## config.mk

```make
export PLATFORM = sky130hd
export DESIGN_NAME = led_matrix_frame_packer
export DESIGN_NICKNAME = d
export VERILOG_FILES = /design/src/design/lmfp_pkg.sv /design/src/design/lmfp_front.sv /design/src/design/lmfp_cmd_fifo.sv /design/src/design/lmfp_back.sv /design/src/design/led_matrix_frame_packer.sv
export SDC_FILE = /design/constraint.sdc
export NUM_CORES = 1
export LEC_CHECK = 0
export BUFFER_PORTS_ARGS = -buffer_cell sky130_fd_sc_hd__buf_2
export CAP_MARGIN = 10
export CORE_AREA = 2 2 144 287
export DETAILED_ROUTE_END_ITERATION = 8
export DIE_AREA = 0 0 146 289
export PLACE_DENSITY = 0.52
export SYNTH_ARGS = -nofsm -noshare
export SYNTH_HDL_FRONTEND = slang
export SYNTH_SLANG_ARGS = --single-unit
```

## constraint.sdc

```tcl
create_clock -name clk_i -period 4.7 [get_ports clk_i]
set_input_delay 0.47 -clock clk_i [delete_from_list [all_inputs] [get_ports clk_i]]
set_output_delay 0.47 -clock clk_i [all_outputs]
set_load 0.01 [all_outputs]
```

## src/design/lmfp_pkg.sv

```systemverilog
// Shared types and constants for the LED matrix frame packer.
package lmfp_pkg;

  localparam logic [7:0] MAX_LEVEL    = 8'd2;
  localparam int         COLUMNS      = 21;
  localparam int         ROWS         = 7;
  localparam int         STORE_DEPTH  = 24;
  localparam int         IDX_W        = $clog2(STORE_DEPTH);
  localparam int         FRAME_BYTES  = 32;
  localparam int         POS_W        = $clog2(FRAME_BYTES);
  localparam int         CMDQ_DEPTH   = 2;
  localparam logic [7:0] BYTE_DARK    = 8'hff;
  localparam logic [7:0] BYTE_LIT     = 8'hff;
  localparam logic [7:0] BYTE_OFF     = 8'h00;
  localparam logic [2:0] BIT_MASK     = 3'h7;

  typedef enum logic [1:0] {
    OP_PIXEL = 2'd0,
    OP_IMAGE = 2'd1,
    OP_EMIT  = 2'd2,
    OP_READ  = 2'd3
  } opcode_e;

  typedef enum logic [1:0] {
    CMD_LIT,
    CMD_DARK,
    CMD_EMIT,
    CMD_READ
  } cmd_e;

  typedef enum logic {
    BK_CMD,
    BK_EMIT
  } bk_state_e;

  typedef struct packed {
    cmd_e             kind;
    logic [IDX_W-1:0] idx;
    logic [2:0]       bit_sel;
    logic             hit;
  } cmd_t;

endpackage

```

## src/design/lmfp_front.sv

```systemverilog
// Front end: accepts commands, checks the position and maps it to a store byte and bit.
module lmfp_front (
  input  logic [1:0]      opcode_i,
  input  logic [4:0]      col_x_i,
  input  logic [2:0]      row_y_i,
  input  logic [7:0]      pixel_value_i,
  input  logic            accept_i,
  output logic            enq_o,
  output lmfp_pkg::cmd_t  cmd_o
);
  import lmfp_pkg::*;

  logic             in_range;
  logic [IDX_W-1:0] idx;
  opcode_e          op;

  assign op       = opcode_e'(opcode_i);
  assign in_range = (32'(col_x_i) < COLUMNS) && (32'(row_y_i) < ROWS) && (col_x_i < 5'd24);
  assign idx      = IDX_W'(5'(row_y_i[2:1]) * 5'd6 + (row_y_i[0] ? 5'd3 : 5'd0) + 5'd2
                    - 5'(col_x_i[4:3]));

  always_comb begin
    cmd_o.idx     = idx;
    cmd_o.bit_sel = col_x_i[2:0] & BIT_MASK;
    cmd_o.hit     = in_range;
    cmd_o.kind    = CMD_READ;
    enq_o         = 1'b0;
    unique case (op)
      OP_PIXEL: begin
        cmd_o.kind = (pixel_value_i == 8'd1) ? CMD_LIT : CMD_DARK;
        enq_o      = accept_i && in_range && (pixel_value_i[7:1] == 7'd0);
      end
      OP_IMAGE: begin
        cmd_o.kind = pixel_value_i[7] ? CMD_LIT : CMD_DARK;
        enq_o      = accept_i && in_range;
      end
      OP_EMIT: begin
        cmd_o.kind = CMD_EMIT;
        enq_o      = accept_i;
      end
      OP_READ: begin
        cmd_o.kind = CMD_READ;
        enq_o      = accept_i;
      end
      default: begin
        enq_o = 1'b0;
      end
    endcase
  end

endmodule

```

## src/design/lmfp_cmd_fifo.sv

```systemverilog
// Short command queue between the front end and the back end.
module lmfp_cmd_fifo (
  input  logic            clk_i,
  input  logic            rst_ni,
  input  logic            enq_i,
  input  lmfp_pkg::cmd_t  cmd_i,
  output logic            full_o,
  input  logic            deq_i,
  output logic            avail_o,
  output lmfp_pkg::cmd_t  cmd_o
);
  import lmfp_pkg::*;

  localparam int PTR_W = (CMDQ_DEPTH > 1) ? $clog2(CMDQ_DEPTH) : 1;
  localparam int CNT_W = $clog2(CMDQ_DEPTH + 1);

  cmd_t             mem_q [CMDQ_DEPTH];
  logic [PTR_W-1:0] wr_ptr_q, wr_ptr_d;
  logic [PTR_W-1:0] rd_ptr_q, rd_ptr_d;
  logic [CNT_W-1:0] count_q, count_d;
  logic             do_enq, do_deq;

  assign full_o  = (count_q == CNT_W'(CMDQ_DEPTH));
  assign avail_o = (count_q != '0);
  assign cmd_o   = mem_q[rd_ptr_q];
  assign do_enq  = enq_i && !full_o;
  assign do_deq  = deq_i && avail_o;

  always_comb begin
    wr_ptr_d = wr_ptr_q;
    rd_ptr_d = rd_ptr_q;
    count_d  = count_q;
    if (do_enq) begin
      wr_ptr_d = (wr_ptr_q == PTR_W'(CMDQ_DEPTH - 1)) ? '0 : wr_ptr_q + 1'b1;
    end
    if (do_deq) begin
      rd_ptr_d = (rd_ptr_q == PTR_W'(CMDQ_DEPTH - 1)) ? '0 : rd_ptr_q + 1'b1;
    end
    if (do_enq && !do_deq) begin
      count_d = count_q + 1'b1;
    end else if (do_deq && !do_enq) begin
      count_d = count_q - 1'b1;
    end
  end

  always_ff @(posedge clk_i or negedge rst_ni) begin
    if (!rst_ni) begin
      wr_ptr_q <= '0;
      rd_ptr_q <= '0;
      count_q  <= '0;
    end else begin
      wr_ptr_q <= wr_ptr_d;
      rd_ptr_q <= rd_ptr_d;
      count_q  <= count_d;
    end
  end

  always_ff @(posedge clk_i) begin
    if (do_enq) begin
      mem_q[wr_ptr_q] <= cmd_i;
    end
  end

endmodule

```

## src/design/lmfp_back.sv

```systemverilog
// Back end: pixel store, brightness register, frame sequencer and result register.
module lmfp_back (
  input  logic            clk_i,
  input  logic            rst_ni,
  input  logic            cfg_we_i,
  input  logic [1:0]      cfg_data_i,
  input  logic            avail_i,
  input  lmfp_pkg::cmd_t  cmd_i,
  output logic            deq_o,
  output logic            empty,
  input  logic            pop,
  output logic [7:0]      out_byte_o,
  output logic            last_byte_o
);
  import lmfp_pkg::*;

  logic [7:0]       store_q [STORE_DEPTH];
  logic [1:0]       level_q;
  bk_state_e        state_q, state_d;
  logic [POS_W-1:0] pos_q, pos_d;
  logic             out_valid_q, out_valid_d;
  logic [7:0]       out_byte_q, out_byte_d;
  logic             out_last_q, out_last_d;
  logic             out_free;
  logic [IDX_W-1:0] rd_idx, emit_idx;
  logic [7:0]       rd_data, mask, bright;
  logic             store_we;
  logic [7:0]       store_wdata;

  assign out_free    = !out_valid_q || pop;
  assign empty       = !out_valid_q;
  assign out_byte_o  = out_byte_q;
  assign last_byte_o = out_last_q;
  assign emit_idx    = IDX_W'(5'(pos_q[4:3]) * 5'd6 + 5'(pos_q[2:0]) - 5'd2);
  assign rd_idx      = (state_q == BK_EMIT) ? emit_idx : cmd_i.idx;
  assign rd_data     = store_q[rd_idx];
  assign mask        = 8'd1 << cmd_i.bit_sel;
  assign bright      = ({6'd0, level_q} > MAX_LEVEL) ? 8'd0 : MAX_LEVEL - {6'd0, level_q};

  always_comb begin
    state_d     = state_q;
    pos_d       = pos_q;
    deq_o       = 1'b0;
    store_we    = 1'b0;
    store_wdata = (cmd_i.kind == CMD_LIT) ? (rd_data & ~mask) : (rd_data | mask);
    out_valid_d = out_valid_q && !pop;
    out_byte_d  = out_byte_q;
    out_last_d  = out_last_q;
    unique case (state_q)
      BK_CMD: begin
        if (avail_i) begin
          unique case (cmd_i.kind)
            CMD_LIT, CMD_DARK: begin
              store_we = 1'b1;
              deq_o    = 1'b1;
            end
            CMD_EMIT: begin
              deq_o   = 1'b1;
              pos_d   = '0;
              state_d = BK_EMIT;
            end
            CMD_READ: begin
              if (out_free) begin
                deq_o       = 1'b1;
                out_valid_d = 1'b1;
                out_last_d  = 1'b1;
                out_byte_d  = (cmd_i.hit && !rd_data[cmd_i.bit_sel]) ? BYTE_LIT : BYTE_OFF;
              end
            end
            default: begin
              deq_o = 1'b0;
            end
          endcase
        end
      end
      BK_EMIT: begin
        if (out_free) begin
          out_valid_d = 1'b1;
          out_last_d  = (pos_q == POS_W'(FRAME_BYTES - 1));
          unique case (pos_q[2:0])
            3'd0:    out_byte_d = bright;
            3'd1:    out_byte_d = {5'd0, pos_q[4:3], 1'b0};
            default: out_byte_d = rd_data;
          endcase
          pos_d = pos_q + 1'b1;
          if (pos_q == POS_W'(FRAME_BYTES - 1)) begin
            state_d = BK_CMD;
          end
        end
      end
      default: begin
        state_d = BK_CMD;
      end
    endcase
  end

  always_ff @(posedge clk_i or negedge rst_ni) begin
    if (!rst_ni) begin
      state_q     <= BK_CMD;
      pos_q       <= '0;
      out_valid_q <= 1'b0;
      level_q     <= 2'd0;
    end else begin
      state_q     <= state_d;
      pos_q       <= pos_d;
      out_valid_q <= out_valid_d;
      if (cfg_we_i) begin
        level_q <= cfg_data_i;
      end
    end
  end

  always_ff @(posedge clk_i or negedge rst_ni) begin
    if (!rst_ni) begin
      for (int i = 0; i < STORE_DEPTH; i++) begin
        store_q[i] <= BYTE_DARK;
      end
    end else if (store_we) begin
      store_q[cmd_i.idx] <= store_wdata;
    end
  end

  always_ff @(posedge clk_i) begin
    out_byte_q <= out_byte_d;
    out_last_q <= out_last_d;
  end

endmodule

```

## src/design/led_matrix_frame_packer.sv

```systemverilog
// Top level of the LED matrix frame packer: front end, command queue and back end.
//
//   channel   direction  handshake               payload
//   command   in         push / full             opcode_i, col_x_i, row_y_i, pixel_value_i
//   result    out        empty / pop             out_byte_o, last_byte_o
//   config    in         cfg_valid_i/cfg_ready_o cfg_data_i (brightness level)
//
// A command is taken and queued in a two-entry queue. The back end handles a pixel
// write or read, and sends a frame at one byte per cycle while the result register
// is free, from its single store read port. After reset the store is all dark and no
// clearing pass is needed. A stalled result register holds back reads and frame
// bytes, while the queue keeps taking commands until it fills.
module led_matrix_frame_packer (
  input  logic       clk_i,
  input  logic       rst_ni,
  input  logic       push,
  output logic       full,
  input  logic [1:0] opcode_i,
  input  logic [4:0] col_x_i,
  input  logic [2:0] row_y_i,
  input  logic [7:0] pixel_value_i,
  output logic       empty,
  input  logic       pop,
  output logic [7:0] out_byte_o,
  output logic       last_byte_o,
  input  logic       cfg_valid_i,
  output logic       cfg_ready_o,
  input  logic [1:0] cfg_data_i
);
  import lmfp_pkg::*;

  logic accept, enq, deq, avail;
  cmd_t enq_cmd, head_cmd;

  assign accept      = push && !full;
  assign cfg_ready_o = 1'b1;

  lmfp_front u_front (
    .opcode_i      (opcode_i),
    .col_x_i       (col_x_i),
    .row_y_i       (row_y_i),
    .pixel_value_i (pixel_value_i),
    .accept_i      (accept),
    .enq_o         (enq),
    .cmd_o         (enq_cmd)
  );

  lmfp_cmd_fifo u_cmd_fifo (
    .clk_i   (clk_i),
    .rst_ni  (rst_ni),
    .enq_i   (enq),
    .cmd_i   (enq_cmd),
    .full_o  (full),
    .deq_i   (deq),
    .avail_o (avail),
    .cmd_o   (head_cmd)
  );

  lmfp_back u_back (
    .clk_i       (clk_i),
    .rst_ni      (rst_ni),
    .cfg_we_i    (cfg_valid_i && cfg_ready_o),
    .cfg_data_i  (cfg_data_i),
    .avail_i     (avail),
    .cmd_i       (head_cmd),
    .deq_o       (deq),
    .empty       (empty),
    .pop         (pop),
    .out_byte_o  (out_byte_o),
    .last_byte_o (last_byte_o)
  );

endmodule
```

Word-level counts from Yosys, hierarchy flattened
Memory sizes are Yosys's and may differ from the RTL's. Cells that the tools add are included.

Register bits after elaboration: 214. Bits in latches: 0. Bits in writable memories: 22. Bits in read-only memories: 0. Input port bits: 25. Logic and storage cells: 161. Memories: 1.

Add/subtract/negate cells: 11. Multiply operators: 2. Divide/modulo/power cells: 0. Magnitude comparators: 8. Equal/unequal tests: 15. Shift operators: 1. Multiplexer cells: 54. Bitwise gates (word level): 6. Reduce and logical (&&, ||, !) cells: 30.

Memories: u_cmd_fifo.mem_q (depth 2, width 11, read ports 1, clocked after Yosys merged registers in 0, wr ports 1, line lmfp_cmd_fifo.sv:17) `cmd_t mem_q [CMDQ_DEPTH];`.

Operators with widths (number): bitwise mux 192 bit (1); two-way mux 8 bit (10); binary-select mux 8 bit (select 5 bit) (1); demux 8 bit (select 5 bit) (1); case mux 8 bit (2 select lines) (2); two-way mux 1 bit (24); two-way mux 5 bit (4); greater-or-equal comparator 6 bit, second input constant (2); logical AND 1 bit (12); NOT 5 -> 6 bit (2); equality test 2 bit, second input constant (5); < comparator 5 bit, second input constant (2); case mux 5 bit (2 select lines) (1); bitwise AND 8 bit (1); equality test 8 x 1 -> 1 bit, second input constant (1); multiplier 2 x 2 -> 4 bit, second input constant (2); inequality test 2 bit, second input constant (4); NOT 8 bit (1); bitwise OR 8 bit (1); case mux 1 bit (2 select lines) (4); case mux 2 bit (4 select lines) (1); left shift 1 x 3 -> 8 bit, first input constant (1); logical NOT 7 bit (1); logical NOT 1 bit (6); 30 further kinds (37).

Depth between registers and ports, before layout
Gate-level depths: netlist of the first run.

Word-level depth: 17. Depth in mapped cells: 17.

By module
A second synthesis of the first run with hierarchy kept.

Cell total of the unflattened synthesis: 953. Area, all modules: 11931.4 um2.

By module, submodules not included: lmfp_back (times used 1, cells an instance 854, area an instance 10498.8 um2); lmfp_cmd_fifo (times used 1, cells an instance 53, area an instance 1039.7 um2); lmfp_front (times used 1, cells an instance 43, area an instance 367.9 um2); led_matrix_frame_packer (times used 1, cells an instance 3, area an instance 25.0 um2).

Least setup slack after synthesis of the first run
OpenSTA, ideal clock, no wires.

Kind: register -> register. Start point: register u_back.pos_q[2]. End point: register u_back.out_byte_q[6], in the netlist u_back.out_byte_o[6], data pin. Setup time: 0.270 ns. Arrival time: 3.671 ns. Setup slack: 0.759 ns. Stages on the path, launching flop included: 15. Period minus slack after synthesis: 3.941 ns. Path through: dfrtp_1 > fa_1 > ha_1 > inv_1 > fa_1 > or4b_1 > o211a_1 > clkbuf_1 > nor3_1 > a22oi_1 > nand3_1 > nor3_1 > a311oi_2 > a211oi_4 > o21bai_1.

Longest elaborated chain between the ends: 16.

RTL lines: start: declaration (line lmfp_back.sv:20) `logic [POS_W-1:0] pos_q, pos_d;`; start signal: assignment (line lmfp_back.sv:105) `pos_q <= pos_d;`; adder 5 x 3 -> 5 bit (line lmfp_back.sv:34) `assign emit_idx = IDX_W'(5'(pos_q[4:3]) * 5'd6 + 5'(pos_q[2:0]) - 5'd2);`; subtractor 5 x 2 -> 5 bit (line lmfp_back.sv:34); two-way mux 5 bit (line lmfp_back.sv:35) `assign rd_idx = (state_q == BK_EMIT) ? emit_idx : cmd_i.idx;`; NOT 5 -> 6 bit (implied by the code) (line lmfp_back.sv:36) `assign rd_data = store_q[rd_idx];`; binary-select mux 8 bit (select 5 bit) (line lmfp_back.sv:36); two-way mux 8 bit (implied by the code) (2 in a row) (line lmfp_back.sv:36); binary-select mux 1 bit (select 3 bit) (line lmfp_back.sv:67) `out_byte_d = (cmd_i.hit && !rd_data[cmd_i.bit_sel]) ? BYTE_LIT : BYTE_OFF;`; two-way mux 1 bit (implied by the code) (line lmfp_back.sv:67); logical NOT 1 bit (line lmfp_back.sv:67); logical AND 1 bit (line lmfp_back.sv:67); two-way mux 8 bit (line lmfp_back.sv:67); two-way mux 8 bit (line lmfp_back.sv:63) `if (out_free) begin`; two-way mux 8 bit (line lmfp_back.sv:52) `unique case (cmd_i.kind)`; two-way mux 8 bit (line lmfp_back.sv:51) `if (avail_i) begin`; case mux 8 bit (2 select lines) * (line lmfp_back.sv:49) `unique case (state_q)`; net u_back.out_byte_d[6] (line lmfp_back.sv:22) `logic [7:0] out_byte_q, out_byte_d;`; end signal: assignment (line lmfp_back.sv:124) `out_byte_q <= out_byte_d;`; end: declaration (line lmfp_back.sv:22).

Mark *: on every way through the listed nets, which the timed path passes. The rest lies on a longest branch. The select of a mux whose other input is x is not followed. A chain may end at the register's enable or synchronous reset.

Worst setup path after layout of the first run
Start point: register u_back.pos_q[2]. End point: register u_back.out_byte_q[3], in the netlist u_back.out_byte_o[3], data pin.

The elaborated chain is that of the path after synthesis.

==> results.sh, run 1 <==
export IMPL_yosys_top_cells_area="dfstp_2 (42%), edfxtp_1 (7.8%), a21oi_1 (6.3%), nand2_1 (5.0%), nor2_1 (5.0%)"
export IMPL_fin_skew_ns=0.0212
export IMPL_power_share_clock=0.155
export IMPL_grt_max_degree=141
export IMPL_drive_gt1_frac=0.303
export IMPL_crit_type="reg -> reg"
export IMPL_syn_area_per_cell_sq_um=10.3
export IMPL_crit_start="u_back.pos_q[2]"
export IMPL_synth_largest_area_cell="dfstp_2"
export IMPL_final_nets=1236
export IMPL_rsz0062_at_grt="no"
export IMPL_ant_nets=0
export IMPL_cts_sinks=236
export IMPL_die_w_um=146
export IMPL_clk_path_buf_depth=3
export IMPL_cts_tree="done"
export IMPL_yosysMostFrequentCell="dfstp_2"
export IMPL_drtIter0Drc=499
export IMPL_hpwl_um=25900
export IMPL_p_sw_frac=0.472
export IMPL_period_needed_ns=4.49
export IMPL_grt_util_all_layers=0.170
export IMPL_synthArstFlopShare=0.869
export IMPL_path_clk_slew_ns=0.07
export IMPL_grt_pass1_wl_um=54900
export IMPL_whs_ns=0.149
export IMPL_die_h_um=289
export IMPL_crit_path_start_kind="flop"
export IMPL_holdPathStages=1
export IMPL_overflow=0
export IMPL_pwr_share_seq=0.285
export IMPL_cts_root_buf="clkbuf_16"
export IMPL_routabilityCongestion=0.875
export IMPL_period_share=0.956
export IMPL_max_cap_violations=0
export IMPL_yosysUniqueCellTypes=71
export IMPL_drv_slew=0
export IMPL_die_area_sq_mm=0.0422
export IMPL_netlist_top_cells_count="dfstp_2 (192), nand2_1 (158), nor2_1 (157), a21oi_1 (149), o21ai_0 (66)"
export IMPL_wl_per_cell_um=20.7
export IMPL_rows=104
export IMPL_grt_pass1_vias=8950
export IMPL_cp_max_fo=9
export IMPL_reg2reg_depth=13
export IMPL_synth_seq_cells=236
export IMPL_crit_arrival_ns=4.76
export IMPL_synth_edff_count=31
export IMPL_vias=8742
export IMPL_dpl_cell_count=1693
export IMPL_required_ns=4.96
export IMPL_core_sq_mm=0.0401
export IMPL_p_per_area_mw_per_mm2=840
export IMPL_ys_seq_area_frac=0.530
export IMPL_worst_setup_path_end_kind="flop"
export IMPL_min_delay_start="col_x_i[2]"
export IMPL_antenna_found_initial=0
export IMPL_io_pins=37
export IMPL_worst_slew_pin_slew_ns=1.18
export IMPL_switchingPower_mw=5.33
export IMPL_synth_top_area_share=0.424
export IMPL_peakVddDrop_v=0.000633
export IMPL_max_freq_ghz=0.223
export IMPL_power_frac_comb=0.560
export IMPL_ys_flop_type="dfstp_2"
export IMPL_cts_resized=0
export IMPL_hold_viol=0
export IMPL_antenna_cells=0
export IMPL_area_growth_pct=13.2
export IMPL_port_buffers=35
export IMPL_routed_wl_um=35900
export IMPL_setup_viol=0
export IMPL_drcViolationCount=0
export IMPL_hp_class="in -> reg"
export IMPL_clock_latency_ns=0.54
export IMPL_htreeDepth=1
export IMPL_cts_buffers=22
export IMPL_synthCells=1159
export IMPL_via_per_inst=5.04
export IMPL_drt_pass1_iterations=6
export IMPL_slew_limit_headroom=0.209
export IMPL_synth_area_sq_mm=0.0119
export IMPL_instances_no_fill=1734
export IMPL_p_leak_nw=5.09
export IMPL_status="complete, no violations"
export IMPL_synth_nets=1207
export IMPL_r2r_start="u_back.pos_q[2]"
export IMPL_start_util=0.297
export IMPL_internal_power_mw=5.97
export IMPL_timing_setup_tns_ns=0
export IMPL_power_mw=11.3
export IMPL_yosysWarnings=0
==> cell usage in the layout (no fill, tap or decap), types with 6 or more instances in the layout <==
cell and instances:
dfrtp_1 13, clkbuf_8 6, clkbuf_1 7, mux4_2 23, nor2_1 157, and2_1 8
nand4_1 6, ha_1 19, mux2_2 13, a21oi_1 148, buf_12 6, edfxtp_1 31
dfstp_2 192, nor3_1 19, a22oi_1 13, inv_1 22, a21oi_2 7, o211ai_1 6
o21ai_1 26, buf_2 34, mux2i_1 24, buf_4 32, o21ai_2 7, o21ai_0 66
nand2_1 158, a21o_1 6, nand2b_1 8, a22o_1 9, clkbuf_16 22, nand3_1 19
==> final timing paths <==
kind,endpoint,slack (ns)
worst min register to register,u_back.store_q[89],0.46
worst max register to register,u_back.out_byte_o[3],0.21
worst min-delay path,u_cmd_fifo.mem_q[1][3],0.15
min in group asynchronous,u_cmd_fifo.count_q[1],0.48
worst max-delay path,u_back.out_byte_o[3],0.21
max in group asynchronous,u_back.store_q[153],3.10
==> registers in the layout, indices dropped and copies added, names as in the netlist <==
name,cells
u_back.store_q,192
u_cmd_fifo.mem_q,22
u_back.out_byte_o,8
u_back.pos_q,5
u_back.level_q,2
u_cmd_fifo.count_q,2
u_back.last_byte_o,1
u_back.out_valid_q,1
u_back.state_q,1
u_cmd_fifo.rd_ptr_q,1
u_cmd_fifo.wr_ptr_q,1
==> per-stage QoR <==
stage	utilization	worst slack (ns)	instance area, sq um
finish	0.336	0.208	13500
global route	0.336	0.0586	13500
CTS	0.336	0.268	13500
detailed placement	0.318	0.284	12800
global placement	0.318	0.402	12800
floorplan	-	0.759	11900
==> repair_timing <==
action,CTS,global route
hold buffers,1,0
buffers inserted,0,0
endpoints found under the hold margin,12,0
==> cell families after synthesis <==
kind of cell    count (synthesis)  share of synthesized area
xor+xnor                       10                    0.00737
simple gates                  399                      0.142
fa+ha+maj                      23                     0.0267
compound gates                329                      0.165
mux                            70                     0.0912
flops                         236                      0.530
other cells                     1                   0.000316
buf+inv                        91                     0.0374
==> layer usage <==
layer | GRT usage | wire (um) | vias up
met2 | 0.336 | 19900 | 203
met5 | 0 | 0 | -
met1 | 0.175 | 12800 | 4313
met3 | 0.0124 | 1090 | 81
met4 | 0.0956 | 2150 | 0
li1 | - | - | 4145
==> cell type report <==
cell class | instances | area (sq um)
Inverter | 22 | 82.6
Timing Repair Buffer | 74 | 554
Tap cell | 530 | 663
Multi-Input combinational cell | 832 | 5170
Clock buffer | 34 | 646
Sequential cell | 236 | 6300
Fill cell | 4200 | 26600
Clock inverter | 6 | 41.3
==> power groups by stage <==
stage | Sequential, mW | Clock (mW) | Combinational (mW)
after detailed placement | 3.26 | 0 | 6.31
after global routing | 3.30 | 1.88 | 6.69
after CTS | 3.23 | 1.81 | 6.33
final | 3.22 | 1.75 | 6.33
after floorplan | 3.16 | 0 | 3.90
after global placement | 3.23 | 0 | 6.29
==> critical path, cell delays in order (launching register included) <==
cell and delay, ns:
dfrtp_1 0.47, fa_1 0.59, ha_1 0.15, inv_1 0.05, fa_1 0.38, or4b_1 0.59
o211a_1 0.28, nor3_1 0.50, a22oi_1 0.20, nand3_1 0.23, nor3_1 0.09, a311oi_2 0.34
a211oi_4 0.15, o21bai_1 0.19
Power figures use the tool's default switching activity.
==> inputs of run 2 (changes only) <==
Settings changed: CELL_PAD_IN_SITES_DETAIL_PLACEMENT set to 1, CELL_PAD_IN_SITES_GLOBAL_PLACEMENT set to 1, PLACE_DENSITY 0.52 to 0.6.
==> run 2 against run 1 <==
Global-route usage grew 1.3 points; worst setup slack gained 0.058 ns; die area is the same; cell count grew 0.29%; critical path depth grew 1; highest routed layer unchanged.
==> results.sh, run 2 (same netlist as run 1, synthesis figures left out) <==
export IMPL_drcViolationCount=0
export IMPL_worst_slack_ns=0.266
export IMPL_crit_arrival_ns=4.70
export IMPL_drt_pass1_iterations=5
export IMPL_start_util=0.297
export IMPL_worst_setup_path_end_kind="flop"
export IMPL_dpl_cell_count=1700
export IMPL_peakVddDrop_v=0.000552
export IMPL_htreeDepth=1
export IMPL_crit_type="reg -> reg"
export IMPL_grt_pass1_vias=9718
export IMPL_rows=104
export IMPL_hold_buffers=0
export IMPL_die_h_um=289
export IMPL_crit_path_start_kind="flop"
export IMPL_largest_register="u_back.store_q"
export IMPL_layout_common_cells="dfstp_2 (192), nand2_1 (158), nor2_1 (157)"
export IMPL_routed_wl_um=38200
export IMPL_cts_tree="done"
export IMPL_largest_register_ffs=192
export IMPL_p_leak_nw=5.14
export IMPL_final_common_cell="dfstp_2"
export IMPL_wl_per_cell_um=22.0
export IMPL_path_clk_slew_ns=0.06
export IMPL_place_ws_ns=0.283
export IMPL_grt_pass1_wl_um=59200
export IMPL_timing_setup_tns_ns=0
export IMPL_drv_slew=0
export IMPL_ant_nets=0
export IMPL_grt_max_degree=106
export IMPL_fin_skew_ns=0.0113
export IMPL_hp_class="in -> async"
export IMPL_seqCellArea_sq_mm=0.00630
export IMPL_area_growth_pct=13.9
export IMPL_cts_buffers=23
export IMPL_via_per_inst=5.14
export IMPL_required_ns=4.97
export IMPL_io_pins=37
export IMPL_rsz0062_at_grt="no"
export IMPL_hpwl_um=27800
export IMPL_hold_viol=0
export IMPL_worst_slew_pin_slew_ns=1.09
export IMPL_r2r_setup_slack_ns=0.27
export IMPL_cp_max_fo=9
export IMPL_slew_limit_headroom=0.252
export IMPL_reg2reg_depth=14
export IMPL_postPlaceCellArea_sq_mm=0.0128
export IMPL_die_area_sq_mm=0.0422
export IMPL_cts_post_setup_buffers_inserted=0
export IMPL_clk_path_buf_depth=3
export IMPL_cts_sinks=236
export IMPL_fillers=4622
export IMPL_cts_resized=0
export IMPL_setup_viol=0
export IMPL_port_buffers=35
export IMPL_routabilityCongestion=0.909
export IMPL_multi_input_area_sq_mm=0.00517
export IMPL_final_nets=1243
export IMPL_status="complete, no violations"
export IMPL_core_sq_mm=0.0401
export IMPL_antenna_cells=0
export IMPL_drive_gt1_frac=0.309
export IMPL_clock_latency_ns=0.53
export IMPL_period_share=0.943
export IMPL_instances_no_fill=1739
export IMPL_antenna_found_initial=0
export IMPL_max_cap_violations=0
export IMPL_vias=8931
export IMPL_overflow=0
export IMPL_cts_root_buf="clkbuf_16"
export IMPL_grt_util_all_layers=0.183
export IMPL_p_per_area_mw_per_mm2=844
export IMPL_period_needed_ns=4.43
export IMPL_max_freq_ghz=0.226
export IMPL_die_w_um=146
export IMPL_drtIter0Drc=399
export IMPL_final_area_sq_mm=0.0135
## run 2: cell count changes in the layout (fill, tap and decap cells not counted)
cell,delta
clkinv_2,-3
buf_4,+8
buf_12,-1
clkbuf_8,+2
clkbuf_1,-3
clkbuf_2,+1
clkbuf_16,+1
dlygate4sd3_1,-1
bufinv_16,+1
clkinvlp_4,+1
clkinv_8,-1
## run 2: final timing paths
path | startpoint | to
max | u_back.pos_q[2] | u_back.out_byte_o[3]
min | rst_ni | u_back.out_valid_q
max reg2reg | u_back.pos_q[2] | u_back.out_byte_o[3]
min reg2reg | u_back.store_q[93] | u_back.store_q[93]
max in group asynchronous | rst_ni | u_back.store_q[161]
min in group clk_i | col_x_i[2] | u_cmd_fifo.mem_q[1][3]
## run 2: worst max-delay path, cell delays in order, from the launching register on
cell and delay, ns:
dfrtp_1 0.47, fa_1 0.57, ha_1 0.15, inv_1 0.06
fa_1 0.37, or4b_1 0.57, o211a_1 0.26, nor3_2 0.42
o21ai_1 0.15, a21oi_1 0.26, nor4_1 0.14, buf_4 0.18
o211ai_1 0.26, a211oi_4 0.11, o21bai_1 0.18
## run 2: metrics by stage
stage,util,total power [mW],hold slack (ns)
4_1_cts,0.338,11.6,0.0748
5_1_grt,0.338,12.0,0.106
2_1_floorplan,-,7.05,0.174
3_3_place_gp,0.319,9.57,0.450
3_5_place_dp,0.319,9.65,0.458
6_report,0.338,11.4,0.0421
## run 2: where the power goes
group | total, mW | internal [mW] | switching [mW]
sequential | 3.24 | 2.90 | 0.342
combinational | 6.32 | 2.06 | 4.26
clock | 1.87 | 1.06 | 0.805
total | 11.4 | 6.02 | 5.41
## run 2: layout make-up
class                   instances  share of cell area
clock buffers                  35              0.0511
clock inverters                 4             0.00351
inverters                      22             0.00610
multi-input cells             832               0.382
flip-flops and latches        236               0.465
well taps                     530              0.0490
repair buffers                 80              0.0432
## run 2: layer usage
metal	vias up	track usage	wire length, um
met3	81	0.0123	813
met2	162	0.367	21600
met1	4538	0.188	13700
met4	0	0.0959	2100
met5	-	0	0
li1	4150	-	-
==> inputs of run 3 (changes only) <==
Settings changed: CELL_PAD_IN_SITES_DETAIL_PLACEMENT 1 to 0.
==> run 3 against run 2 <==
Register-to-register slack better by 0.05 ns; clock power is 4% higher; largest cell class unchanged; sequential power barely moved; non-clock buffer count unchanged; power rose by 0.17%.
==> results.sh, run 3 (same netlist as run 1, synthesis figures left out) <==
export IMPL_status="complete, no violations"
export IMPL_setup_viol=0
export IMPL_final_nets=1242
export IMPL_grt_util_all_layers=0.176
export IMPL_largest_register="u_back.store_q"
export IMPL_slew_limit_headroom=0.284
export IMPL_antenna_found_initial=0
export IMPL_routabilityCongestion=0.909
export IMPL_crit_path_start_kind="flop"
export IMPL_worst_setup_path_end_kind="flop"
export IMPL_worst_slack_ns=0.312
export IMPL_area_growth_pct=14.2
export IMPL_switchingPower_mw=5.39
export IMPL_hpwl_um=26500
export IMPL_die_w_um=146
export IMPL_die_h_um=289
export IMPL_crit_arrival_ns=4.67
export IMPL_grt_max_degree=106
export IMPL_rows=104
export IMPL_required_ns=4.98
export IMPL_cp_max_fo=9
export IMPL_hp_class="in -> async"
export IMPL_p_sw_frac=0.471
export IMPL_fin_skew_ns=0.0180
export IMPL_rsz0062_at_grt="no"
export IMPL_power_frac_comb=0.549
export IMPL_postPlaceCellArea_sq_mm=0.0128
export IMPL_drive_gt1_frac=0.309
export IMPL_pwr_share_seq=0.282
export IMPL_timing_setup_tns_ns=0
export IMPL_largest_register_ffs=192
export IMPL_cts_root_buf="clkbuf_16"
export IMPL_core_sq_mm=0.0401
export IMPL_crit_start="u_back.pos_q[2]"
export IMPL_max_freq_ghz=0.228
export IMPL_io_pins=37
export IMPL_p_leak_nw=5.15
export IMPL_ant_nets=0
export IMPL_worst_slew_pin_slew_ns=1.04
export IMPL_grt_pass1_wl_um=56600
export IMPL_internal_power_mw=6.06
export IMPL_place_ws_ns=0.314
export IMPL_cts_post_setup_buffers_inserted=0
export IMPL_peakVddDrop_v=0.000512
export IMPL_drv_slew=0
export IMPL_clock_latency_ns=0.54
export IMPL_final_area_sq_mm=0.0136
export IMPL_port_buffers=35
export IMPL_wl_per_cell_um=21.2
export IMPL_antenna_cells=0
export IMPL_power_share_clock=0.169
export IMPL_routed_wl_um=36900
export IMPL_drt_pass1_iterations=7
export IMPL_via_per_inst=5.01
export IMPL_hold_viol=0
export IMPL_grt_pass1_vias=9036
export IMPL_instances_no_fill=1740
export IMPL_period_needed_ns=4.39
export IMPL_p_per_area_mw_per_mm2=844
export IMPL_period_share=0.934
export IMPL_crit_type="reg -> reg"
export IMPL_dpl_cell_count=1700
export IMPL_layout_common_cells="dfstp_2 (192), nand2_1 (158), nor2_1 (157)"
export IMPL_drcViolationCount=0
export IMPL_overflow=0
export IMPL_cts_buffers=22
export IMPL_vias=8717
export IMPL_cts_tree="done"
export IMPL_die_area_sq_mm=0.0422
export IMPL_cts_sinks=236
export IMPL_r2r_start="u_back.pos_q[2]"
export IMPL_path_clk_slew_ns=0.07
export IMPL_drtIter0Drc=425
export IMPL_start_util=0.297
export IMPL_final_common_cell="dfstp_2"
export IMPL_htreeDepth=1
export IMPL_max_cap_violations=0
export IMPL_hold_buffers=0
export IMPL_cts_resized=0
export IMPL_clk_path_buf_depth=3
[run 3: layer usage]
metal / part of all wire / track usage / wire, um
met5: 0 / 0 / 0
met3: 0.026 / 0.0153 / 951
met4: 0.045 / 0.0799 / 1660
met2: 0.57 / 0.352 / 21000
met1: 0.36 / 0.185 / 13300
[run 3: layout make-up]
type,instances,area [sq um]
clock buffer,28,623
tap,530,663
timing repair buffer,80,584
multi-input combinational,832,5170
sequential,236,6300
inverter,22,82.6
clock inverter,12,149
fill,4185,26500
[run 3: final timing paths]
kind | cells after the start | slack (ns) | to
hold reg to reg | 2 | 0.46 | u_back.store_q[81]
setup / recovery | 14 | 0.31 | u_back.out_byte_o[5]
min in group clk_i | 1 | 0.15 | u_cmd_fifo.mem_q[1][2]
max in group asynchronous | 2 | 3.45 | u_back.store_q[141]
hold / removal | 1 | 0.04 | u_back.out_valid_q
setup reg to reg | 14 | 0.31 | u_back.out_byte_o[5]
[run 3: stage by stage]
step	total power [mW]	utilization	hold WS [ns]
after floorplan	7.05	-	0.174
after global placement	9.57	0.319	0.450
after detailed placement	9.59	0.319	0.456
after CTS	11.6	0.339	0.0697
after global routing	12.0	0.339	0.0989
final	11.5	0.339	0.0388
[run 3: worst max-delay path, cell delays in order, from the launching register on]
cell	delay (ns)
dfrtp_1	0.48
fa_1	0.57
ha_1	0.14
inv_1	0.05
fa_1	0.37
or4b_1	0.58
o211a_1	0.27
nor3_2	0.43
o21ai_1	0.15
a21oi_1	0.24
nor4_1	0.13
buf_4	0.18
o211ai_1	0.26
a211oi_4	0.11
o21bai_1	0.18
[run 3: power by group through the flow]
stage	Combinational (mW)	Sequential (mW)	Clock, mW
finish	6.28	3.23	1.94
floorplan	3.90	3.16	0
detailed placement	6.33	3.26	0
global placement	6.33	3.24	0
global route	6.68	3.30	2.06
CTS	6.36	3.23	1.99
